$ cat config.mk
export PLATFORM = sky130hd
export DESIGN_NAME = led_matrix_shift_scanner
export DESIGN_NICKNAME = d
export VERILOG_FILES = /design/src/rtl/lms_pkg.sv /design/src/rtl/lms_sequencer.sv /design/src/rtl/led_matrix_shift_scanner.sv
export VERILOG_INCLUDE_DIRS = /design/src /design/src/rtl
export SDC_FILE = /design/constraint.sdc
export NUM_CORES = 1
export LEC_CHECK = 0
export CORE_MARGIN = 3
export CORE_UTILIZATION = 40
export CTS_BUF_LIST = sky130_fd_sc_hd__clkbuf_4 sky130_fd_sc_hd__clkbuf_8
export DETAILED_ROUTE_END_ITERATION = 6
export DONT_BUFFER_PORTS = 1
export PLACE_DENSITY = 0.65
export REMOVE_ABC_BUFFERS = 1
export SYNTH_ARGS = -nofsm -noshare
export SYNTH_HDL_FRONTEND = slang
export SYNTH_SLANG_ARGS = --single-unit
export TNS_END_PERCENT = 10
$ cat constraint.sdc
create_clock -name clk -period 4.8 [get_ports clk]
set_input_delay 0.96 -clock clk [delete_from_list [all_inputs] [get_ports clk]]
set_output_delay 0.96 -clock clk [all_outputs]
set_load 0.005 [all_outputs]
$ cat src/rtl/led_matrix_shift_scanner_defines.svh
// assertion macros shared by the rtl
`ifndef LED_MATRIX_SHIFT_SCANNER_DEFINES_SVH
`define LED_MATRIX_SHIFT_SCANNER_DEFINES_SVH

`ifndef ASSERT_OFF

// property that must hold at every clock edge out of reset
`define LMS_ASSERT(lbl, clk, rst_n, prop) \
    lbl: assert property (@(posedge clk) disable iff (!rst_n) prop) \
        else $error("lms assertion failed");

// condition that must never be true out of reset
`define LMS_ASSERT_NEVER(lbl, clk, rst_n, cond) \
    lbl: assert property (@(posedge clk) disable iff (!rst_n) !(cond)) \
        else $error("lms forbidden condition seen");

`else

`define LMS_ASSERT(lbl, clk, rst_n, prop)
`define LMS_ASSERT_NEVER(lbl, clk, rst_n, cond)

`endif

`endif

$ cat src/rtl/lms_pkg.sv
`timescale 1ns / 1ps

package lms_pkg;

    // field widths
    localparam int COL_W     = 3;
    localparam int DWELL_W   = 16;
    localparam int PULSE_W   = 8;
    localparam int CFG_W     = 16;
    localparam int CFG_IDX_W = 1;
    localparam int BIT_W     = 4;
    localparam int COLUMNS   = 8;

    // register reset values and fixed words
    localparam logic [DWELL_W-1:0] DWELL_RESET = 16'd2000;
    localparam logic [PULSE_W-1:0] PULSE_RESET = 8'd1;
    localparam logic [7:0]         BLANK_WORD  = 8'hFF;
    localparam logic [BIT_W-1:0]   LATCH_SLOT  = 4'd8;

    // register indexes
    localparam logic [CFG_IDX_W-1:0] REG_DWELL = 1'b0;
    localparam logic [CFG_IDX_W-1:0] REG_PULSE = 1'b1;

    // item kinds
    localparam logic KIND_LOAD = 1'b0;
    localparam logic KIND_TICK = 1'b1;

    // word phases of one column
    typedef enum logic [1:0] {
        PH_BLANK  = 2'd0,
        PH_ROW    = 2'd1,
        PH_SELECT = 2'd2,
        PH_DWELL  = 2'd3
    } phase_t;

    // pin levels of both chains
    typedef struct packed {
        logic rd;
        logic rc;
        logic rl;
        logic cd;
        logic cc;
        logic cl;
    } pins_t;

    // one result item
    typedef struct packed {
        pins_t            pins;
        logic [COL_W-1:0] column;
        logic             wrap;
    } result_t;

endpackage

$ cat src/rtl/lms_sequencer.sv
`timescale 1ns / 1ps

module lms_sequencer
(
    input  logic                        clk,
    input  logic                        rst_n,
    input  logic                        step,
    input  logic [lms_pkg::DWELL_W-1:0] dwell_ticks,
    input  logic [lms_pkg::PULSE_W-1:0] pulse_ticks,
    input  logic [7:0]                  row_byte,
    output logic [lms_pkg::COL_W-1:0]   column,
    output lms_pkg::result_t            result
);

    lms_pkg::phase_t                 phase_reg, phase_next;
    logic [lms_pkg::COL_W-1:0]       column_reg, column_next;
    logic [lms_pkg::BIT_W-1:0]       bit_reg, bit_next;
    logic [7:0]                      word_reg, word_next;
    logic [lms_pkg::DWELL_W-1:0]     count_reg, count_next;
    lms_pkg::pins_t                  pins_reg, pins_next;
    logic                            wrap_reg, wrap_next;

    logic [lms_pkg::PULSE_W-1:0]     pulse_eff;
    logic [lms_pkg::DWELL_W-1:0]     dwell_eff;
    logic [lms_pkg::DWELL_W-1:0]     count_inc;
    logic                            col_chain;
    logic                            data_bit;
    logic                            wrap_set;
    lms_pkg::pins_t                  pins_step;

    // state registers
    always_ff @(posedge clk or negedge rst_n)
    begin
        if (!rst_n)
        begin
            phase_reg  <= lms_pkg::PH_BLANK;
            column_reg <= '0;
            bit_reg    <= '0;
            word_reg   <= lms_pkg::BLANK_WORD;
            count_reg  <= '0;
            pins_reg   <= '0;
            wrap_reg   <= 1'b0;
        end
        else
        begin
            phase_reg  <= phase_next;
            column_reg <= column_next;
            bit_reg    <= bit_next;
            word_reg   <= word_next;
            count_reg  <= count_next;
            pins_reg   <= pins_next;
            wrap_reg   <= wrap_next;
        end
    end

    // zero register values act as one
    assign pulse_eff = (pulse_ticks == '0) ? {{(lms_pkg::PULSE_W-1){1'b0}}, 1'b1} : pulse_ticks;
    assign dwell_eff = (dwell_ticks == '0) ? {{(lms_pkg::DWELL_W-1){1'b0}}, 1'b1} : dwell_ticks;
    assign count_inc = count_reg + {{(lms_pkg::DWELL_W-1){1'b0}}, 1'b1};
    assign col_chain = (phase_reg != lms_pkg::PH_ROW);
    assign data_bit  = word_reg[3'd7 - bit_reg[2:0]];

    // one sequencer step
    always_comb
    begin
        phase_next  = phase_reg;
        column_next = column_reg;
        bit_next    = bit_reg;
        word_next   = word_reg;
        count_next  = count_reg;
        wrap_set    = 1'b0;
        pins_step   = '0;
        pins_step.rd = pins_reg.rd;
        pins_step.cd = pins_reg.cd;

        if (phase_reg == lms_pkg::PH_DWELL)
        begin
            // column lit, count the dwell
            if (count_inc >= dwell_eff)
            begin
                column_next = column_reg + 1'b1;
                wrap_set    = (column_next == '0);
                phase_next  = lms_pkg::PH_BLANK;
                bit_next    = '0;
                count_next  = '0;
                word_next   = lms_pkg::BLANK_WORD;
            end
            else
            begin
                count_next = count_inc;
            end
        end
        else
        begin
            // pin levels of the current slot
            if (count_reg == '0)
            begin
                if (bit_reg < lms_pkg::LATCH_SLOT)
                begin
                    if (col_chain)
                        pins_step.cd = data_bit;
                    else
                        pins_step.rd = data_bit;
                end
            end
            else if (bit_reg < lms_pkg::LATCH_SLOT)
            begin
                if (col_chain)
                    pins_step.cc = 1'b1;
                else
                    pins_step.rc = 1'b1;
            end
            else
            begin
                if (col_chain)
                    pins_step.cl = 1'b1;
                else
                    pins_step.rl = 1'b1;
            end

            // slot and word advance
            if (count_reg >= {{(lms_pkg::DWELL_W-lms_pkg::PULSE_W){1'b0}}, pulse_eff})
            begin
                count_next = '0;
                if (bit_reg == lms_pkg::LATCH_SLOT)
                begin
                    bit_next = '0;
                    unique case (phase_reg)
                        lms_pkg::PH_BLANK:
                        begin
                            phase_next = lms_pkg::PH_ROW;
                            word_next  = row_byte;
                        end
                        lms_pkg::PH_ROW:
                        begin
                            phase_next = lms_pkg::PH_SELECT;
                            word_next  = ~(8'd1 << column_reg);
                        end
                        default:
                        begin
                            phase_next = lms_pkg::PH_DWELL;
                        end
                    endcase
                end
                else
                begin
                    bit_next = bit_reg + 1'b1;
                end
            end
            else
            begin
                count_next = count_inc;
            end
        end

        // load items and a low step leave the sequencer where it is
        if (!step)
        begin
            phase_next  = phase_reg;
            column_next = column_reg;
            bit_next    = bit_reg;
            word_next   = word_reg;
            count_next  = count_reg;
            pins_next   = pins_reg;
            wrap_next   = wrap_reg;
        end
        else
        begin
            pins_next = pins_step;
            wrap_next = wrap_set;
        end
    end

    // result of this item
    assign column        = column_reg;
    assign result.pins   = pins_next;
    assign result.column = column_reg;
    assign result.wrap   = step & wrap_reg;

endmodule

$ cat src/rtl/led_matrix_shift_scanner.sv
`timescale 1ns / 1ps
// channel   handshake            payload
// in        in_valid / in_ready   kind, row_index, row_pattern
// out       out_valid / out_ready six pin levels, active_column, frame_wrap
// cfg       cfg_we (no wait)      cfg_index, cfg_data
//
// one item per cycle sustained while out_ready stays high
// the item register feeds the pin sequencer, whose result lands in the output register
// out_ready low holds a valid output register; an empty item register still takes one more item
// reset clears the frame store, the sequencer and the valid flags, and sets the config registers to their defaults

`include "led_matrix_shift_scanner_defines.svh"

module led_matrix_shift_scanner
(
    input  logic                          clk,
    input  logic                          rst_n,
    input  logic                          cfg_we,
    input  logic [lms_pkg::CFG_IDX_W-1:0] cfg_index,
    input  logic [lms_pkg::CFG_W-1:0]     cfg_data,
    input  logic                          in_valid,
    output logic                          in_ready,
    input  logic                          kind,
    input  logic [2:0]                    row_index,
    input  logic [7:0]                    row_pattern,
    output logic                          out_valid,
    input  logic                          out_ready,
    output logic                          row_serial_data,
    output logic                          row_shift_clock,
    output logic                          row_latch,
    output logic                          col_serial_data,
    output logic                          col_shift_clock,
    output logic                          col_latch,
    output logic [lms_pkg::COL_W-1:0]     active_column,
    output logic                          frame_wrap
);

    logic [lms_pkg::DWELL_W-1:0] dwell_reg;
    logic [lms_pkg::PULSE_W-1:0] pulse_reg;
    logic [7:0]                  frame_reg [lms_pkg::COLUMNS];

    logic                        item_valid_reg;
    logic                        item_kind_reg;
    logic [2:0]                  item_index_reg;
    logic [7:0]                  item_pattern_reg;

    logic                        out_valid_reg;
    lms_pkg::result_t            out_reg;

    logic                        advance;
    logic                        process;
    logic                        step;
    logic [lms_pkg::COL_W-1:0]   seq_column;
    lms_pkg::result_t            seq_result;
    logic [3:0]                  pulse_pins;

    // configuration registers
    always_ff @(posedge clk or negedge rst_n)
    begin
        if (!rst_n)
        begin
            dwell_reg <= lms_pkg::DWELL_RESET;
            pulse_reg <= lms_pkg::PULSE_RESET;
        end
        else if (cfg_we)
        begin
            unique case (cfg_index)
                lms_pkg::REG_DWELL: dwell_reg <= cfg_data;
                lms_pkg::REG_PULSE: pulse_reg <= cfg_data[lms_pkg::PULSE_W-1:0];
                default:            dwell_reg <= dwell_reg;
            endcase
        end
    end

    // handshake of the two stages
    assign advance  = !out_valid_reg || out_ready;
    assign in_ready = !item_valid_reg || advance;
    assign process  = item_valid_reg && advance;
    assign step     = process && (item_kind_reg == lms_pkg::KIND_TICK);

    // item register
    always_ff @(posedge clk or negedge rst_n)
    begin
        if (!rst_n)
            item_valid_reg <= 1'b0;
        else if (in_ready)
            item_valid_reg <= in_valid;
    end

    always_ff @(posedge clk)
    begin
        if (in_ready && in_valid)
        begin
            item_kind_reg    <= kind;
            item_index_reg   <= row_index;
            item_pattern_reg <= row_pattern;
        end
    end

    // frame store, written by load items
    always_ff @(posedge clk or negedge rst_n)
    begin
        if (!rst_n)
        begin
            for (int i = 0; i < lms_pkg::COLUMNS; i++)
                frame_reg[i] <= '0;
        end
        else if (process && (item_kind_reg == lms_pkg::KIND_LOAD))
        begin
            frame_reg[item_index_reg] <= item_pattern_reg;
        end
    end

    // pin sequencer
    lms_sequencer u_sequencer
    (
        .clk         (clk),
        .rst_n       (rst_n),
        .step        (step),
        .dwell_ticks (dwell_reg),
        .pulse_ticks (pulse_reg),
        .row_byte    (frame_reg[seq_column]),
        .column      (seq_column),
        .result      (seq_result)
    );

    // output register
    always_ff @(posedge clk or negedge rst_n)
    begin
        if (!rst_n)
            out_valid_reg <= 1'b0;
        else if (advance)
            out_valid_reg <= item_valid_reg;
    end

    always_ff @(posedge clk)
    begin
        if (process)
            out_reg <= seq_result;
    end

    assign out_valid       = out_valid_reg;
    assign row_serial_data = out_reg.pins.rd;
    assign row_shift_clock = out_reg.pins.rc;
    assign row_latch       = out_reg.pins.rl;
    assign col_serial_data = out_reg.pins.cd;
    assign col_shift_clock = out_reg.pins.cc;
    assign col_latch       = out_reg.pins.cl;
    assign active_column   = out_reg.column;
    assign frame_wrap      = out_reg.wrap;

    // clock and latch pins of both chains
    assign pulse_pins = {out_reg.pins.rc, out_reg.pins.rl, out_reg.pins.cc, out_reg.pins.cl};

    // checks
    `LMS_ASSERT(a_wrap_on_col0, clk, rst_n, (out_valid_reg && out_reg.wrap) |-> (out_reg.column == '0))
    `LMS_ASSERT(a_one_pulse, clk, rst_n, out_valid_reg |-> $onehot0(pulse_pins))
    `LMS_ASSERT_NEVER(a_item_lost, clk, rst_n, $past(item_valid_reg && !advance) && !item_valid_reg)

endmodule
==> metrics <==
outcome=finished clean; Syn. warnings=0; initial antenna violation count=0; Clock H-tree levels=4; die height=143 um; Yosys cell types=56; detailed placer's ending HPWL=10800 um; routed len/inst=18.3 um; Power Total=3.22 mW; Die W=143 um; Slew @ Worst Pin=0.977 ns; vias in the first global route=4921; CTS Buffer Depth=2; top-count cell post-synth=dfrtp_1; most used cell, CP=nor3_1; crit path launch type=flip-flop; drt first pass iters=4; Util after Layout=44.8%; proportion of synthesized area in mux cells=18.6%; io pins=46; Setup TNS=0 ns; Fillers=1666; Simple-Gate Fraction of Synth Area=10.8%; routed via count=4562; GPL Wtd Cong=0.868; CP peak stage delay=0.55 ns; final clock skew=0.0145 ns; max FFs per register=64; Num CTS Buffers=17; Critical Path AT=4.33 ns; max-slew violations=0; Max transition margin=34.6%; Critical Path Fanout Max=7; Setup crit end kind=flip-flop; register bit total from synthesis=152; Layout Nets=682; kind of critical path=reg2reg; Antenna Cells=0; pwr dens=394 nW/um2; postcts setup bufs=0; largest family of logic cells by synthesized area=multiplexers; syn_area_per_cell=12.4 um2; number of synthesized flops with an enable pin=22; worst endpoint required time=5.14 ns; Buffers & Inverters on Critical Path=1; clk slew on worst S/H paths=0.10 ns; Post-Layout Cell Count=852; CTS Hold Bufs=0; CTS tree=built; final hold viol count=0; DR DRC count=0; Starting Density=41.3%; fin crit period=3.98 ns; clock latency on the worst-skew pair=0.46 ns; fraction of layout cells with a size suffix above 1=26.3%; Synth Instances=606; slowest stage cell, crit path=nor3_1; adder-cell share of the synthesized area=6.32%; grt ovf=0; row count=49; final setup fails=0; ys async rst share=85.5%; leakage power=3.60 nW; cell area after synthesis=7520 um2; achievable frequency=251 MHz; post-synthesis sequential area ratio=52.3%; RSZ-0062 raised after global routing=false; synth top area cells=dfrtp_1, mux2_2, edfxtp_1, ha_1, mux4_2; root buffer cell=clkbuf_8; dpl cells=820; vias per cell=5.35; largest net degree at the start of global routing=131; GRT Resource Usage Total=16.2%; area of the core=18200 um2; DR iter-0 viols=171; CP Cell Sequence=nand3_1 > nor3_1 > nand2_1 > nor3_1 > xnor2_1 > inv_1 > ha_1 > nand4_1 > or4_1 > o32a_1 > nand4b_2 > and2_1 > mux2_1; XOR/XNOR share of the synthesized area=2.68%; CTS sink cnt=152; Synth Area in Compound Gates=6.17%; Port Buffers=0; Hold WC Path Type=in2async; area grow syn2layout=8.59%; largest delay contributor family on the critical path=simple AND/OR/NAND/NOR gates; peak supply drop=0.227 mV; WL final=15600 um; first-pass GRT wire length=25900 um; top cells by count, synth=dfrtp_1, mux2_2, nand2_1, inv_1, ha_1; Synth top area share=38.3%; Die ar.=20500 um2; dominant synthesized flop cell=dfrtp_1; Post-CTS Resized=0; Max-Cap Viols=0; cell accounting for the most synthesized area=dfrtp_1; post-route ant nets=0; Final period util=83.0%
## per-stage QoR
stage / cell area [um2] / setup WS [ns] / hold slack, ns
floorplan: 7440 / 1.17 / 0.442
global placement: 7750 / 0.947 / 0.456
detailed placement: 7750 / 0.823 / 0.467
CTS: 8170 / 0.812 / 0.150
global route: 8170 / 0.444 / 0.135
finish: 8170 / 0.816 / 0.181
## power by group
group          internal (mW)  total (mW)  switching, mW  leakage (nW)
Sequential              1.54        1.69          0.150          1.81
Combinational          0.307       0.543          0.236          1.58
Clock                  0.398       0.986          0.588         0.203
## cell families after synthesis
kind of cell / count (synthesis)
simple gates: 157
flops: 152
mux: 107
compound gates: 69
buf+inv: 60
fa+ha+maj: 38
xor+xnor: 23
## layout make-up
cell class	count	area, um2	area share [%]
clock inverters	15	178	2.18
well taps	229	287	3.51
flip-flops and latches	152	3930	48.2
multi-input cells	394	3350	41.1
inverters	42	158	1.93
clock buffers	17	234	2.87
repair buffers	3	22.5	0.276
## path summary, 6_finish.rpt
path	start	endpoint	slack, ns	depth (start not counted)
max in group asynchronous	rst_n	u_sequencer.word_reg[4]	4.35	0
hold reg to reg	u_sequencer.word_reg[6]	u_sequencer.word_reg[6]	0.48	2
setup / recovery	u_sequencer.count_reg[2]	u_sequencer.bit_reg[1]	0.82	13
setup reg to reg	u_sequencer.count_reg[2]	u_sequencer.bit_reg[1]	0.82	13
hold / removal	rst_n	u_sequencer.count_reg[9]	0.18	0
min in group clk	u_sequencer.word_reg[6]	u_sequencer.word_reg[6]	0.48	2
## placed cells by master, fill, tap and decap left out, types with 3 or more instances in the layout
master / instances
a21o_1: 3
a21oi_1: 10
a32o_1: 4
and2_1: 5
and3_1: 4
buf_4: 3
clkbuf_8: 17
clkinv_8: 5
dfrtp_1: 115
dfstp_2: 15
edfxtp_1: 22
ha_1: 38
inv_1: 42
inv_6: 3
inv_8: 4
mux2_2: 83
mux2i_1: 5
mux4_2: 18
nand2_1: 61
nand2b_1: 4
nand3_1: 12
nand3b_1: 7
nand4_1: 5
nor2_1: 24
nor3_1: 12
nor4_1: 6
o211ai_1: 4
o21a_1: 3
o21ai_0: 31
xnor2_1: 11
xor2_1: 12
## metal layers
layer / vias up / track usage, % / wire length [um]
met5: - / 0 / 0
met4: 0 / 4.15 / 188
met3: 18 / 4.69 / 581
met2: 76 / 27.5 / 7800
met1: 2293 / 20.5 / 7020
li1: 2175 / - / -
Note: power is estimated with default switching activity, not from simulation.
